File: src/rtl/core/nmea_rmc_pkg.sv
// shared types, character codes and scaling constants of the rmc parser
`timescale 1ns / 1ps
`default_nettype none

package nmea_rmc_pkg;

  localparam logic [7:0] CH_DOLLAR = 8'h24;
  localparam logic [7:0] CH_M      = 8'h4D;
  localparam logic [7:0] CH_C      = 8'h43;
  localparam logic [7:0] CH_LF     = 8'h0A;
  localparam logic [7:0] CH_A      = 8'h41;
  localparam logic [7:0] CH_S      = 8'h53;
  localparam logic [7:0] CH_W      = 8'h57;
  localparam logic [7:0] CH_COMMA  = 8'h2C;
  localparam logic [7:0] CH_ZERO   = 8'h30;
  localparam logic [7:0] CH_NINE   = 8'h39;

  localparam logic [3:0] FLD_STATUS = 4'd2;
  localparam logic [3:0] FLD_LAT    = 4'd3;
  localparam logic [3:0] FLD_NS     = 4'd4;
  localparam logic [3:0] FLD_LON    = 4'd5;
  localparam logic [3:0] FLD_EW     = 4'd6;

  localparam logic [31:0] LAT_LIMIT = 32'd900000000;
  localparam logic [31:0] LON_LIMIT = 32'd1800000000;
  localparam logic [31:0] DEG_E7    = 32'd10000000;
  localparam logic [25:0] MS_SCALE  = 26'd50;

  // ceil(2^27 / 3): exact floor(x / 3) for any 26-bit x
  localparam logic [25:0] RECIP3       = 26'd44739243;
  localparam int          RECIP3_SHIFT = 27;
  localparam int          FRAC_W       = 24;

  typedef struct packed {
    logic        fix;
    logic [6:0]  lat_deg;
    logic [19:0] lat_ms;
    logic [7:0]  lon_deg;
    logic [19:0] lon_ms;
    logic [7:0]  ns;
    logic [7:0]  ew;
  } fix_raw_t;

  typedef struct packed {
    logic        fix;
    logic [7:0]  ns;
    logic [7:0]  ew;
    logic [29:0] lat_deg_e7;
    logic [31:0] lon_deg_e7;
    logic [25:0] lat_ms50;
    logic [25:0] lon_ms50;
  } fix_scaled_t;

  typedef struct packed {
    logic              fix;
    logic [7:0]        ns;
    logic [7:0]        ew;
    logic [29:0]       lat_deg_e7;
    logic [31:0]       lon_deg_e7;
    logic [FRAC_W-1:0] lat_frac;
    logic [FRAC_W-1:0] lon_frac;
  } fix_split_t;

  function automatic logic [3:0] digit_of(input logic [7:0] b);
    logic [7:0] diff;
    diff = b - CH_ZERO;
    if (b >= CH_ZERO && b <= CH_NINE) begin
      return diff[3:0];
    end
    return 4'd0;
  endfunction

  // weight of each latitude minute digit, minutes scaled by 10000
  function automatic logic [16:0] lat_weight(input logic [3:0] k);
    case (k)
      4'd2:    return 17'd100000;
      4'd3:    return 17'd10000;
      4'd5:    return 17'd1000;
      4'd6:    return 17'd100;
      4'd7:    return 17'd10;
      4'd8:    return 17'd1;
      default: return 17'd0;
    endcase
  endfunction

  function automatic logic [16:0] lon_weight(input logic [3:0] k);
    case (k)
      4'd3:    return 17'd100000;
      4'd4:    return 17'd10000;
      4'd6:    return 17'd1000;
      4'd7:    return 17'd100;
      4'd8:    return 17'd10;
      4'd9:    return 17'd1;
      default: return 17'd0;
    endcase
  endfunction

  function automatic logic [6:0] lon_deg_weight(input logic [3:0] k);
    case (k)
      4'd0:    return 7'd100;
      4'd1:    return 7'd10;
      4'd2:    return 7'd1;
      default: return 7'd0;
    endcase
  endfunction

endpackage

`default_nettype wire

File: src/rtl/core/nmea_rmc_parse.sv
// byte-serial sentence tracker and field accumulator with a launch register
`timescale 1ns / 1ps
`default_nettype none

module nmea_rmc_parse (
  input  wire logic                   clk,
  input  wire logic                   rst,
  input  wire logic                   in_valid,
  output logic                        in_stall,
  input  wire logic [7:0]             rx_byte,
  input  wire logic                   launch_take,
  output logic                        launch_valid,
  output nmea_rmc_pkg::fix_raw_t      launch
);

  logic [2:0]  pos, pos_next;
  logic        header_match, header_match_next;
  logic [3:0]  field_num, field_num_next;
  logic [3:0]  cif, cif_next;
  logic        status_valid, status_valid_next;
  logic [6:0]  lat_deg, lat_deg_next;
  logic [19:0] lat_ms, lat_ms_next;
  logic [7:0]  lon_deg, lon_deg_next;
  logic [19:0] lon_ms, lon_ms_next;
  logic [7:0]  ns_pend, ns_pend_next;
  logic [7:0]  ew_pend, ew_pend_next;

  logic        accept;
  logic        emit;
  logic        do_clear;
  logic        hm_upd;
  logic [3:0]  d;
  logic [6:0]  lat_deg_inc;
  logic [19:0] lat_ms_inc;
  logic [19:0] lon_ms_inc;
  logic [10:0] lon_deg_sum;

  assign in_stall = launch_valid && !launch_take;
  assign accept   = in_valid && !in_stall;

  assign d           = nmea_rmc_pkg::digit_of(rx_byte);
  assign lat_deg_inc = (cif == 4'd0) ? 7'(d) * 7'd10 : 7'(d);
  assign lat_ms_inc  = 20'({17'd0, d} * {4'd0, nmea_rmc_pkg::lat_weight(cif)});
  assign lon_ms_inc  = 20'({17'd0, d} * {4'd0, nmea_rmc_pkg::lon_weight(cif)});
  assign lon_deg_sum = 11'(lon_deg) + 11'(d) * 11'(nmea_rmc_pkg::lon_deg_weight(cif));

  always_comb begin
    case (pos)
      3'd4:    hm_upd = (rx_byte == nmea_rmc_pkg::CH_M);
      3'd5:    hm_upd = header_match && (rx_byte == nmea_rmc_pkg::CH_C);
      default: hm_upd = header_match;
    endcase
  end

  always_comb begin
    pos_next          = pos;
    header_match_next = header_match;
    field_num_next    = field_num;
    cif_next          = cif;
    status_valid_next = status_valid;
    lat_deg_next      = lat_deg;
    lat_ms_next       = lat_ms;
    lon_deg_next      = lon_deg;
    lon_ms_next       = lon_ms;
    ns_pend_next      = ns_pend;
    ew_pend_next      = ew_pend;
    emit              = 1'b0;
    do_clear          = 1'b0;

    if (accept) begin
      if (rx_byte == nmea_rmc_pkg::CH_DOLLAR) begin
        do_clear = 1'b1;
        pos_next = 3'd1;
      end else if (pos != 3'd0) begin
        header_match_next = hm_upd;
        if (rx_byte == nmea_rmc_pkg::CH_LF && hm_upd && pos >= 3'd6) begin
          emit     = 1'b1;
          do_clear = 1'b1;
          pos_next = 3'd0;
        end else begin
          if (pos != 3'd7) begin
            pos_next = pos + 3'd1;
          end
          if (rx_byte == nmea_rmc_pkg::CH_COMMA) begin
            if (field_num != 4'd15) begin
              field_num_next = field_num + 4'd1;
            end
            cif_next = 4'd0;
          end else begin
            case (field_num)
              nmea_rmc_pkg::FLD_STATUS: begin
                if (cif == 4'd0) begin
                  status_valid_next = (rx_byte == nmea_rmc_pkg::CH_A);
                end
              end
              nmea_rmc_pkg::FLD_LAT: begin
                if (cif < 4'd2) begin
                  lat_deg_next = lat_deg + lat_deg_inc;
                end else if (cif < 4'd9) begin
                  lat_ms_next = lat_ms + lat_ms_inc;
                end
              end
              nmea_rmc_pkg::FLD_NS: begin
                if (cif == 4'd0) begin
                  ns_pend_next = rx_byte;
                end
              end
              nmea_rmc_pkg::FLD_LON: begin
                if (cif < 4'd3) begin
                  lon_deg_next = (lon_deg_sum > 11'd255) ? 8'hFF : lon_deg_sum[7:0];
                end else if (cif < 4'd10) begin
                  lon_ms_next = lon_ms + lon_ms_inc;
                end
              end
              nmea_rmc_pkg::FLD_EW: begin
                if (cif == 4'd0) begin
                  ew_pend_next = rx_byte;
                end
              end
              default: begin
              end
            endcase
            if (cif != 4'd15) begin
              cif_next = cif + 4'd1;
            end
          end
        end
      end
    end

    if (do_clear) begin
      header_match_next = 1'b0;
      field_num_next    = 4'd0;
      cif_next          = 4'd0;
      status_valid_next = 1'b0;
      lat_deg_next      = 7'd0;
      lat_ms_next       = 20'd0;
      lon_deg_next      = 8'd0;
      lon_ms_next       = 20'd0;
      ns_pend_next      = 8'd0;
      ew_pend_next      = 8'd0;
    end
  end

  always_ff @(posedge clk) begin
    if (rst) begin
      pos          <= 3'd0;
      header_match <= 1'b0;
      field_num    <= 4'd0;
      cif          <= 4'd0;
      status_valid <= 1'b0;
      lat_deg      <= 7'd0;
      lat_ms       <= 20'd0;
      lon_deg      <= 8'd0;
      lon_ms       <= 20'd0;
      ns_pend      <= 8'd0;
      ew_pend      <= 8'd0;
    end else begin
      pos          <= pos_next;
      header_match <= header_match_next;
      field_num    <= field_num_next;
      cif          <= cif_next;
      status_valid <= status_valid_next;
      lat_deg      <= lat_deg_next;
      lat_ms       <= lat_ms_next;
      lon_deg      <= lon_deg_next;
      lon_ms       <= lon_ms_next;
      ns_pend      <= ns_pend_next;
      ew_pend      <= ew_pend_next;
    end
  end

  always_ff @(posedge clk) begin
    if (rst) begin
      launch_valid <= 1'b0;
    end else if (emit) begin
      launch_valid <= 1'b1;
    end else if (launch_take) begin
      launch_valid <= 1'b0;
    end
  end

  always_ff @(posedge clk) begin
    if (emit) begin
      launch.fix     <= status_valid;
      launch.lat_deg <= lat_deg;
      launch.lat_ms  <= lat_ms;
      launch.lon_deg <= lon_deg;
      launch.lon_ms  <= lon_ms;
      launch.ns      <= ns_pend;
      launch.ew      <= ew_pend;
    end
  end

endmodule

`default_nettype wire

File: src/rtl/core/nmea_rmc_conv.sv
// fixed-point conversion pipeline and held position of the last valid fix
`timescale 1ns / 1ps
`default_nettype none

module nmea_rmc_conv (
  input  wire logic                   clk,
  input  wire logic                   rst,
  input  wire logic                   launch_valid,
  input  wire nmea_rmc_pkg::fix_raw_t launch,
  output logic                        launch_take,
  output logic                        out_valid,
  input  wire logic                   out_stall,
  output logic                        fix_valid,
  output logic signed [30:0]          latitude_e7,
  output logic signed [31:0]          longitude_e7,
  output logic [7:0]                  hemisphere_ns,
  output logic [7:0]                  hemisphere_ew
);

  logic                      v2;
  nmea_rmc_pkg::fix_scaled_t s2;
  logic                      v3;
  nmea_rmc_pkg::fix_split_t  s3;

  logic [30:0] last_lat;
  logic [31:0] last_lon;
  logic [7:0]  ns_char;
  logic [7:0]  ew_char;

  logic        out_free;
  logic        s3_free;
  logic        s2_free;

  logic [51:0] lat_prod;
  logic [51:0] lon_prod;
  logic [31:0] lat_mag;
  logic [31:0] lon_mag;
  logic [31:0] lat_clamp;
  logic [31:0] lon_clamp;
  logic [31:0] lat_val;
  logic [31:0] lon_val;

  // elastic stage control
  assign out_free    = !out_valid || !out_stall;
  assign s3_free     = !v3 || out_free;
  assign s2_free     = !v2 || s3_free;
  assign launch_take = s2_free;

  // divide by three through the reciprocal
  assign lat_prod = 52'(s2.lat_ms50) * 52'(nmea_rmc_pkg::RECIP3);
  assign lon_prod = 52'(s2.lon_ms50) * 52'(nmea_rmc_pkg::RECIP3);

  assign lat_mag   = 32'(s3.lat_deg_e7) + 32'(s3.lat_frac);
  assign lon_mag   = s3.lon_deg_e7 + 32'(s3.lon_frac);
  assign lat_clamp = (lat_mag > nmea_rmc_pkg::LAT_LIMIT) ? nmea_rmc_pkg::LAT_LIMIT : lat_mag;
  assign lon_clamp = (lon_mag > nmea_rmc_pkg::LON_LIMIT) ? nmea_rmc_pkg::LON_LIMIT : lon_mag;
  assign lat_val   = (s3.ns == nmea_rmc_pkg::CH_S) ? (32'd0 - lat_clamp) : lat_clamp;
  assign lon_val   = (s3.ew == nmea_rmc_pkg::CH_W) ? (32'd0 - lon_clamp) : lon_clamp;

  always_ff @(posedge clk) begin
    if (rst) begin
      v2        <= 1'b0;
      v3        <= 1'b0;
      out_valid <= 1'b0;
    end else begin
      if (s2_free) begin
        v2 <= launch_valid;
      end
      if (s3_free) begin
        v3 <= v2;
      end
      if (out_free) begin
        out_valid <= v3;
      end
    end
  end

  always_ff @(posedge clk) begin
    if (s2_free) begin
      s2.fix        <= launch.fix;
      s2.ns         <= launch.ns;
      s2.ew         <= launch.ew;
      s2.lat_deg_e7 <= 30'(32'(launch.lat_deg) * nmea_rmc_pkg::DEG_E7);
      s2.lon_deg_e7 <= 32'(launch.lon_deg) * nmea_rmc_pkg::DEG_E7;
      s2.lat_ms50   <= 26'(launch.lat_ms) * nmea_rmc_pkg::MS_SCALE;
      s2.lon_ms50   <= 26'(launch.lon_ms) * nmea_rmc_pkg::MS_SCALE;
    end
    if (s3_free) begin
      s3.fix        <= s2.fix;
      s3.ns         <= s2.ns;
      s3.ew         <= s2.ew;
      s3.lat_deg_e7 <= s2.lat_deg_e7;
      s3.lon_deg_e7 <= s2.lon_deg_e7;
      s3.lat_frac   <= lat_prod[nmea_rmc_pkg::RECIP3_SHIFT +: nmea_rmc_pkg::FRAC_W];
      s3.lon_frac   <= lon_prod[nmea_rmc_pkg::RECIP3_SHIFT +: nmea_rmc_pkg::FRAC_W];
    end
  end

  // held position only moves when a valid fix leaves the pipeline
  always_ff @(posedge clk) begin
    if (rst) begin
      fix_valid <= 1'b0;
      last_lat  <= 31'd0;
      last_lon  <= 32'd0;
      ns_char   <= 8'd0;
      ew_char   <= 8'd0;
    end else if (out_free && v3) begin
      fix_valid <= s3.fix;
      if (s3.fix) begin
        last_lat <= lat_val[30:0];
        last_lon <= lon_val;
        ns_char  <= s3.ns;
        ew_char  <= s3.ew;
      end
    end
  end

  assign latitude_e7   = last_lat;
  assign longitude_e7  = last_lon;
  assign hemisphere_ns = ns_char;
  assign hemisphere_ew = ew_char;

endmodule

`default_nettype wire

File: src/rtl/core/nmea_rmc_position_parser_top.sv
// top level of the rmc position parser
`timescale 1ns / 1ps
`default_nettype none

// Takes one byte of an NMEA 0183 stream per clock unless stalled and tracks
// RMC sentences field by field with no sentence buffer. The line feed that
// closes an RMC sentence yields one beat on the output: the fix flag and the
// last valid position in signed 1e-7 degree with its hemisphere letters. The
// line feed beat passes a launch register, a scaling stage (degrees times 1e7,
// minutes times 50), a divide-by-three stage and the add/clamp/sign stage that
// loads the output register. One byte is accepted every cycle while input
// stall is low; input stall rises only when the launch register still holds
// a result that the full conversion pipeline cannot take because the output
// is stalled.

module nmea_rmc_position_parser_top (
  input  wire logic        clk,
  input  wire logic        rst,
  input  wire logic        in_valid,
  output logic             in_stall,
  input  wire logic [7:0]  rx_byte,
  output logic             out_valid,
  input  wire logic        out_stall,
  output logic             fix_valid,
  output logic signed [30:0] latitude_e7,
  output logic signed [31:0] longitude_e7,
  output logic [7:0]       hemisphere_ns,
  output logic [7:0]       hemisphere_ew
);

  logic                   launch_valid;
  logic                   launch_take;
  nmea_rmc_pkg::fix_raw_t launch;

  nmea_rmc_parse u_parse (
    .clk          (clk),
    .rst          (rst),
    .in_valid     (in_valid),
    .in_stall     (in_stall),
    .rx_byte      (rx_byte),
    .launch_take  (launch_take),
    .launch_valid (launch_valid),
    .launch       (launch)
  );

  nmea_rmc_conv u_conv (
    .clk           (clk),
    .rst           (rst),
    .launch_valid  (launch_valid),
    .launch        (launch),
    .launch_take   (launch_take),
    .out_valid     (out_valid),
    .out_stall     (out_stall),
    .fix_valid     (fix_valid),
    .latitude_e7   (latitude_e7),
    .longitude_e7  (longitude_e7),
    .hemisphere_ns (hemisphere_ns),
    .hemisphere_ew (hemisphere_ew)
  );

endmodule

`default_nettype wire

File: config.mk
export PLATFORM = sky130hd
export DESIGN_NAME = nmea_rmc_position_parser_top
export DESIGN_NICKNAME = d
export VERILOG_FILES = /design/src/rtl/core/nmea_rmc_pkg.sv /design/src/rtl/core/nmea_rmc_parse.sv /design/src/rtl/core/nmea_rmc_conv.sv /design/src/rtl/core/nmea_rmc_position_parser_top.sv
export SDC_FILE = /design/constraint.sdc
export NUM_CORES = 2
export LEC_CHECK = 0
export BUFFER_PORTS_ARGS = -buffer_cell sky130_fd_sc_hd__buf_2
export CAP_MARGIN = 15
export CORE_MARGIN = 10
export CORE_UTILIZATION = 30
export DETAILED_ROUTE_END_ITERATION = 8
export PLACE_DENSITY = 0.46
export SLEW_MARGIN = 5
export SYNTH_ARGS = -nofsm -noshare
export SYNTH_HDL_FRONTEND = slang
export SYNTH_SLANG_ARGS = --single-unit
export TNS_END_PERCENT = 50
File: constraint.sdc
create_clock -name clk -period 8.61 [get_ports clk]
set_clock_uncertainty 0.1 [all_clocks]
set_input_delay 0.861 -clock clk [delete_from_list [all_inputs] [get_ports clk]]
set_output_delay 0.861 -clock clk [all_outputs]
set_load 0.005 [all_outputs]
==> results_tabular.tex <==
\begin{tabular}{lr}
\hline
Metric & Value \\
\hline
\multicolumn{2}{l}{\textbf{Run status}} \\
\quad Result of the run & completed \\
\multicolumn{2}{l}{\textbf{STA}} \\
\quad Post-route setup TNS & 0 ns \\
\quad Final setup viols & 0 \\
\quad Final period demand of the worst path & 8.08 ns \\
\quad Final slew viol count & 0 \\
\quad Fraction of the cycle the final worst path needs & 0.938 \\
\quad Final worst hold slack & 0.301 ns \\
\quad Slew at the pin closest to its max-slew limit & 1.12 ns \\
\quad RSZ-0062 raised after global routing & false \\
\quad Maximum operating frequency & 124 MHz \\
\quad Final Hold Viols & 0 \\
\quad Max-slew headroom at the worst pin & 0.248 \\
\multicolumn{2}{l}{\textbf{Yosys}} \\
\quad Yosys warning count & 0 \\
\quad Async set-or-reset flop fraction in the synthesized netlist & 0 \\
\quad Number of synthesized flops with an enable pin & 300 \\
\quad Total standard cell area after synthesis & 0.0481 sq mm \\
\quad Sequential share of the synthesized area & 0.257 \\
\quad Main flop type after synthesis & sky130\_fd\_sc\_hd\_\_edfxtp\_1 \\
\quad Flip-flop and latch count after synthesis & 468 \\
\quad Mean Syn Cell Area & 10.0 sq um \\
\quad Yosys cell types & 103 \\
\quad Post-Synthesis Cells & 4806 \\
\quad Post-synth net total & 6107 \\
\multicolumn{2}{l}{\textbf{Global routing}} \\
\quad Global route total overflow & 0 \\
\quad Total global routing track utilization & 0.130 \\
\quad Via count of the first global-routing pass & 33600 \\
\quad Global routing usage on met2 & 0.208 \\
\quad First-pass GRT wire length & 186000 microns \\
\quad Met3 demand-to-capacity share in global routing & 0.0169 \\
\quad Number of antenna violations at the first check in global routing & 4 \\
\quad Grt peak-use layer & met2 \\
\quad Maximum number of pins on one net before global-route repair & 59 \\
\quad Met1 routing resource usage after global routing & 0.188 \\
\multicolumn{2}{l}{\textbf{Die}} \\
\quad Initial core utilization & 0.303 \\
\quad Die Span Y & 420 microns \\
\quad Die X & 420 microns \\
\quad IO Count & 94 \\
\quad Total core area & 0.159 sq mm \\
\quad Die Area & 0.177 sq mm \\
\quad Standard-cell row count & 146 \\
\multicolumn{2}{l}{\textbf{Final layout}} \\
\quad Layout net count & 6192 \\
\quad Fraction of final layout cells with drive strength greater than 1 & 0.0547 \\
\quad Fin area & 0.0528 sq mm \\
\quad Area delta synth->final & 9.90\% \\
\quad Layout Utilization & 0.333 \\
\multicolumn{2}{l}{\textbf{Routing}} \\
\quad Total DRC errors in the routed layout & 0 \\
\quad Drt total wl & 114000 microns \\
\quad Post-detailed-route count of antenna-violating nets & 0 \\
\quad Via density & 4.59 \\
\quad Average routed wire per standard cell & 16.2 microns \\
\quad Initial DRC count & 1599 \\
\quad Vias after detailed routing & 32200 \\
\quad Total iterations of the first detailed-routing run & 5 \\
\multicolumn{2}{l}{\textbf{Setup path}} \\
\quad Setup crit end kind & flip-flop \\
\quad Worst EP arrival & 8.36 ns \\
\quad Startpoint type of the worst setup path & flip-flop \\
\quad Required time worst endpoint & 8.89 ns \\
\quad Type of the worst setup path & reg2reg \\
\quad Top fanout value on the critical path & 5 \\
\multicolumn{2}{l}{\textbf{Clock tree}} \\
\quad Count of hold-fix buffers inserted at cts & 0 \\
\quad Root cell of the clock tree & sky130\_fd\_sc\_hd\_\_clkbuf\_16 \\
\quad Maximum level of the CTS H-tree & 2 \\
\quad CTS tree & yes \\
\quad Post\_cts resized & 0 \\
\quad Number of clock sinks & 468 \\
\quad Clock slew at reported path FFs & 0.07 ns \\
\quad Later-pin clock latency in the skew report & 0.64 ns \\
\quad Number of clock buffers inserted by TritonCTS & 54 \\
\quad Largest buffer count on any clock path & 3 \\
\quad Post-CTS Setup Repair Bufs & 0 \\
\multicolumn{2}{l}{\textbf{Pwr}} \\
\quad Share of total power in sequential cells & 0.493 \\
\quad Pwr per Cell Area & 90.7 mW/mm\^{}2 \\
\quad Clock power share & 0.499 \\
\quad Int Power & 3.77 mW \\
\quad Design Power & 4.79 mW \\
\quad Static leakage & 26.5 nW \\
\quad Peak supply drop & 138 uV \\
\quad Net switching power of the design & 1.02 mW \\
\quad Sw Ratio & 0.212 \\
\quad Relative contribution of combinational cells to total power & 0.008 \\
\multicolumn{2}{l}{\textbf{Place}} \\
\quad Dpl cell area & 0.0510 sq mm \\
\quad Number of buffers added on ports & 93 \\
\quad Dpl hpwl & 95500 microns \\
\quad Final weighted congestion in routability-driven placement & 0.843 \\
\multicolumn{2}{l}{\textbf{Worst hold path}} \\
\quad Hold Path Class & reg2reg \\
\multicolumn{2}{l}{\textbf{Run}} \\
\quad Max-capacitance violation count & 0 \\
\hline
\end{tabular}
[layout make-up]
cell class / instances / area [sq um]
antenna: 1 / 2.50
clock buffer: 63 / 1400
clock inverter: 38 / 432
fill: 16300 / 106000
inverter: 977 / 3670
multi-input combinational: 3271 / 31700
sequential: 468 / 12400
tap: 2072 / 2590
timing repair buffer: 119 / 668
[registers in the layout, indices dropped and copies added (netlist names), 7 cells and up]
register / count
u_conv.hemisphere_ew: 8
u_conv.hemisphere_ns: 8
u_conv.longitude_e7: 32
u_parse.lon_ms: 20
u_parse.ns_pend: 8
u_parse.ew_pend: 8
u_parse.lat_deg: 7
u_parse.lon_deg: 8
u_conv.latitude_e7: 31
u_conv.s2: 115
u_conv.s3: 113
u_parse.lat_ms: 20
u_parse.launch: 72
[worst paths after layout]
kind / from / to / slack (ns) / cells after the start
max reg2reg: u_conv.s2[30]$_DFFE_PP_ / u_conv.s3[41]$_DFFE_PP_ / 0.53 / 25
min reg2reg: u_conv.s2[63]$_DFFE_PP_ / u_conv.s3[59]$_DFFE_PP_ / 0.30 / 0
max: u_conv.s2[30]$_DFFE_PP_ / u_conv.s3[41]$_DFFE_PP_ / 0.53 / 25
min: u_conv.s2[63]$_DFFE_PP_ / u_conv.s3[59]$_DFFE_PP_ / 0.30 / 0
[synth_stat cells (12+ instances only)]
cell type | n | share of area
sky130_fd_sc_hd__nor2b_1 | 33 | 0.0043
sky130_fd_sc_hd__edfxtp_1 | 300 | 0.19
sky130_fd_sc_hd__a21oi_1 | 262 | 0.027
sky130_fd_sc_hd__a31oi_1 | 34 | 0.0044
sky130_fd_sc_hd__nand2b_1 | 33 | 0.0043
sky130_fd_sc_hd__o211ai_1 | 19 | 0.0030
sky130_fd_sc_hd__nand2_1 | 249 | 0.019
sky130_fd_sc_hd__fa_1 | 490 | 0.20
sky130_fd_sc_hd__o21a_1 | 25 | 0.0039
sky130_fd_sc_hd__nor2_1 | 321 | 0.025
sky130_fd_sc_hd__o21bai_1 | 28 | 0.0044
sky130_fd_sc_hd__and3_1 | 29 | 0.0038
sky130_fd_sc_hd__nor3_1 | 58 | 0.0060
sky130_fd_sc_hd__or3_1 | 17 | 0.0022
sky130_fd_sc_hd__nand3_1 | 73 | 0.0076
sky130_fd_sc_hd__inv_1 | 974 | 0.076
sky130_fd_sc_hd__a211oi_1 | 31 | 0.0048
sky130_fd_sc_hd__mux2i_1 | 32 | 0.0067
sky130_fd_sc_hd__dfxtp_1 | 168 | 0.070
sky130_fd_sc_hd__o21ai_0 | 130 | 0.014
sky130_fd_sc_hd__ha_1 | 799 | 0.21
sky130_fd_sc_hd__or4_1 | 12 | 0.0019
sky130_fd_sc_hd__clkbuf_1 | 73 | 0.0057
sky130_fd_sc_hd__or2_2 | 15 | 0.0020
sky130_fd_sc_hd__xor2_1 | 88 | 0.016
sky130_fd_sc_hd__o31ai_1 | 13 | 0.0020
sky130_fd_sc_hd__and2_1 | 31 | 0.0040
sky130_fd_sc_hd__a21o_1 | 58 | 0.0091
sky130_fd_sc_hd__nand4_1 | 34 | 0.0044
sky130_fd_sc_hd__xnor2_1 | 162 | 0.030
[through the flow]
stage / instances / worst slack, ns
after floorplan: 4806 / 1.11
after global placement: 6906 / 0.487
after detailed placement: 6906 / 0.473
after CTS: 7007 / 0.457
after global routing: 7008 / 0.0389
final: 7009 / 0.533
[worst max-delay path: stages, from the launching register on]
cell and delay, ns:
sky130_fd_sc_hd__edfxtp_1 0.49, sky130_fd_sc_hd__ha_1 0.34, sky130_fd_sc_hd__inv_1 0.12, sky130_fd_sc_hd__fa_1 0.42, sky130_fd_sc_hd__inv_1 0.23, sky130_fd_sc_hd__fa_1 0.60
sky130_fd_sc_hd__fa_1 0.53, sky130_fd_sc_hd__inv_1 0.08, sky130_fd_sc_hd__fa_1 0.51, sky130_fd_sc_hd__fa_1 0.56, sky130_fd_sc_hd__inv_1 0.06, sky130_fd_sc_hd__fa_1 0.47
sky130_fd_sc_hd__ha_1 0.32, sky130_fd_sc_hd__a21o_1 0.18, sky130_fd_sc_hd__a21o_1 0.16, sky130_fd_sc_hd__a21oi_1 0.21, sky130_fd_sc_hd__and2_1 0.17, sky130_fd_sc_hd__a41o_1 0.15
sky130_fd_sc_hd__o311ai_1 0.21, sky130_fd_sc_hd__o21ai_0 0.42, sky130_fd_sc_hd__o221ai_1 0.24, sky130_fd_sc_hd__a211o_1 0.36, sky130_fd_sc_hd__a211o_1 0.32, sky130_fd_sc_hd__a31o_2 0.25
sky130_fd_sc_hd__a21o_1 0.18, sky130_fd_sc_hd__xor2_1 0.13
[logic make-up after synthesis]
kind of cell,share of synthesized area
fa+ha+maj,0.412
xor+xnor,0.0455
other cells,0.0000780
buf+inv,0.0839
compound gates,0.0980
simple gates,0.0959
flops,0.257
mux,0.00713
[power by group through the flow]
stage | logic, mW | clock network [mW] | registers, mW
floorplan | 0.0214 | 0 | 2.41
global placement | 0.0394 | 0 | 2.41
detailed placement | 0.0398 | 0 | 2.41
CTS | 0.0399 | 2.48 | 2.36
global route | 0.0438 | 2.57 | 2.36
finish | 0.0394 | 2.39 | 2.36
[per-layer routing]
| metal | share of wire | up-vias | wire length (microns) |
|---|---|---|---|
| met5 | 0.000062 | - | 7 |
| met4 | 0.018 | 2 | 2060 |
| met3 | 0.038 | 87 | 4340 |
| met2 | 0.44 | 392 | 50300 |
| met1 | 0.50 | 15500 | 56800 |
| li1 | - | 16200 | - |
[placed cells by master, fill, tap and decap left out, types with 130 or more instances in the layout]
cell | synthesis | layout
sky130_fd_sc_hd__nor2_1 | 321 | 320
sky130_fd_sc_hd__o21ai_0 | 130 | 130
sky130_fd_sc_hd__nand2_1 | 249 | 248
sky130_fd_sc_hd__a21oi_1 | 262 | 262
sky130_fd_sc_hd__dfxtp_1 | 168 | 168
sky130_fd_sc_hd__fa_1 | 490 | 490
sky130_fd_sc_hd__edfxtp_1 | 300 | 300
sky130_fd_sc_hd__xnor2_1 | 162 | 162
sky130_fd_sc_hd__ha_1 | 799 | 799
sky130_fd_sc_hd__inv_1 | 974 | 973
Note: power is estimated with default switching activity, not from simulation.
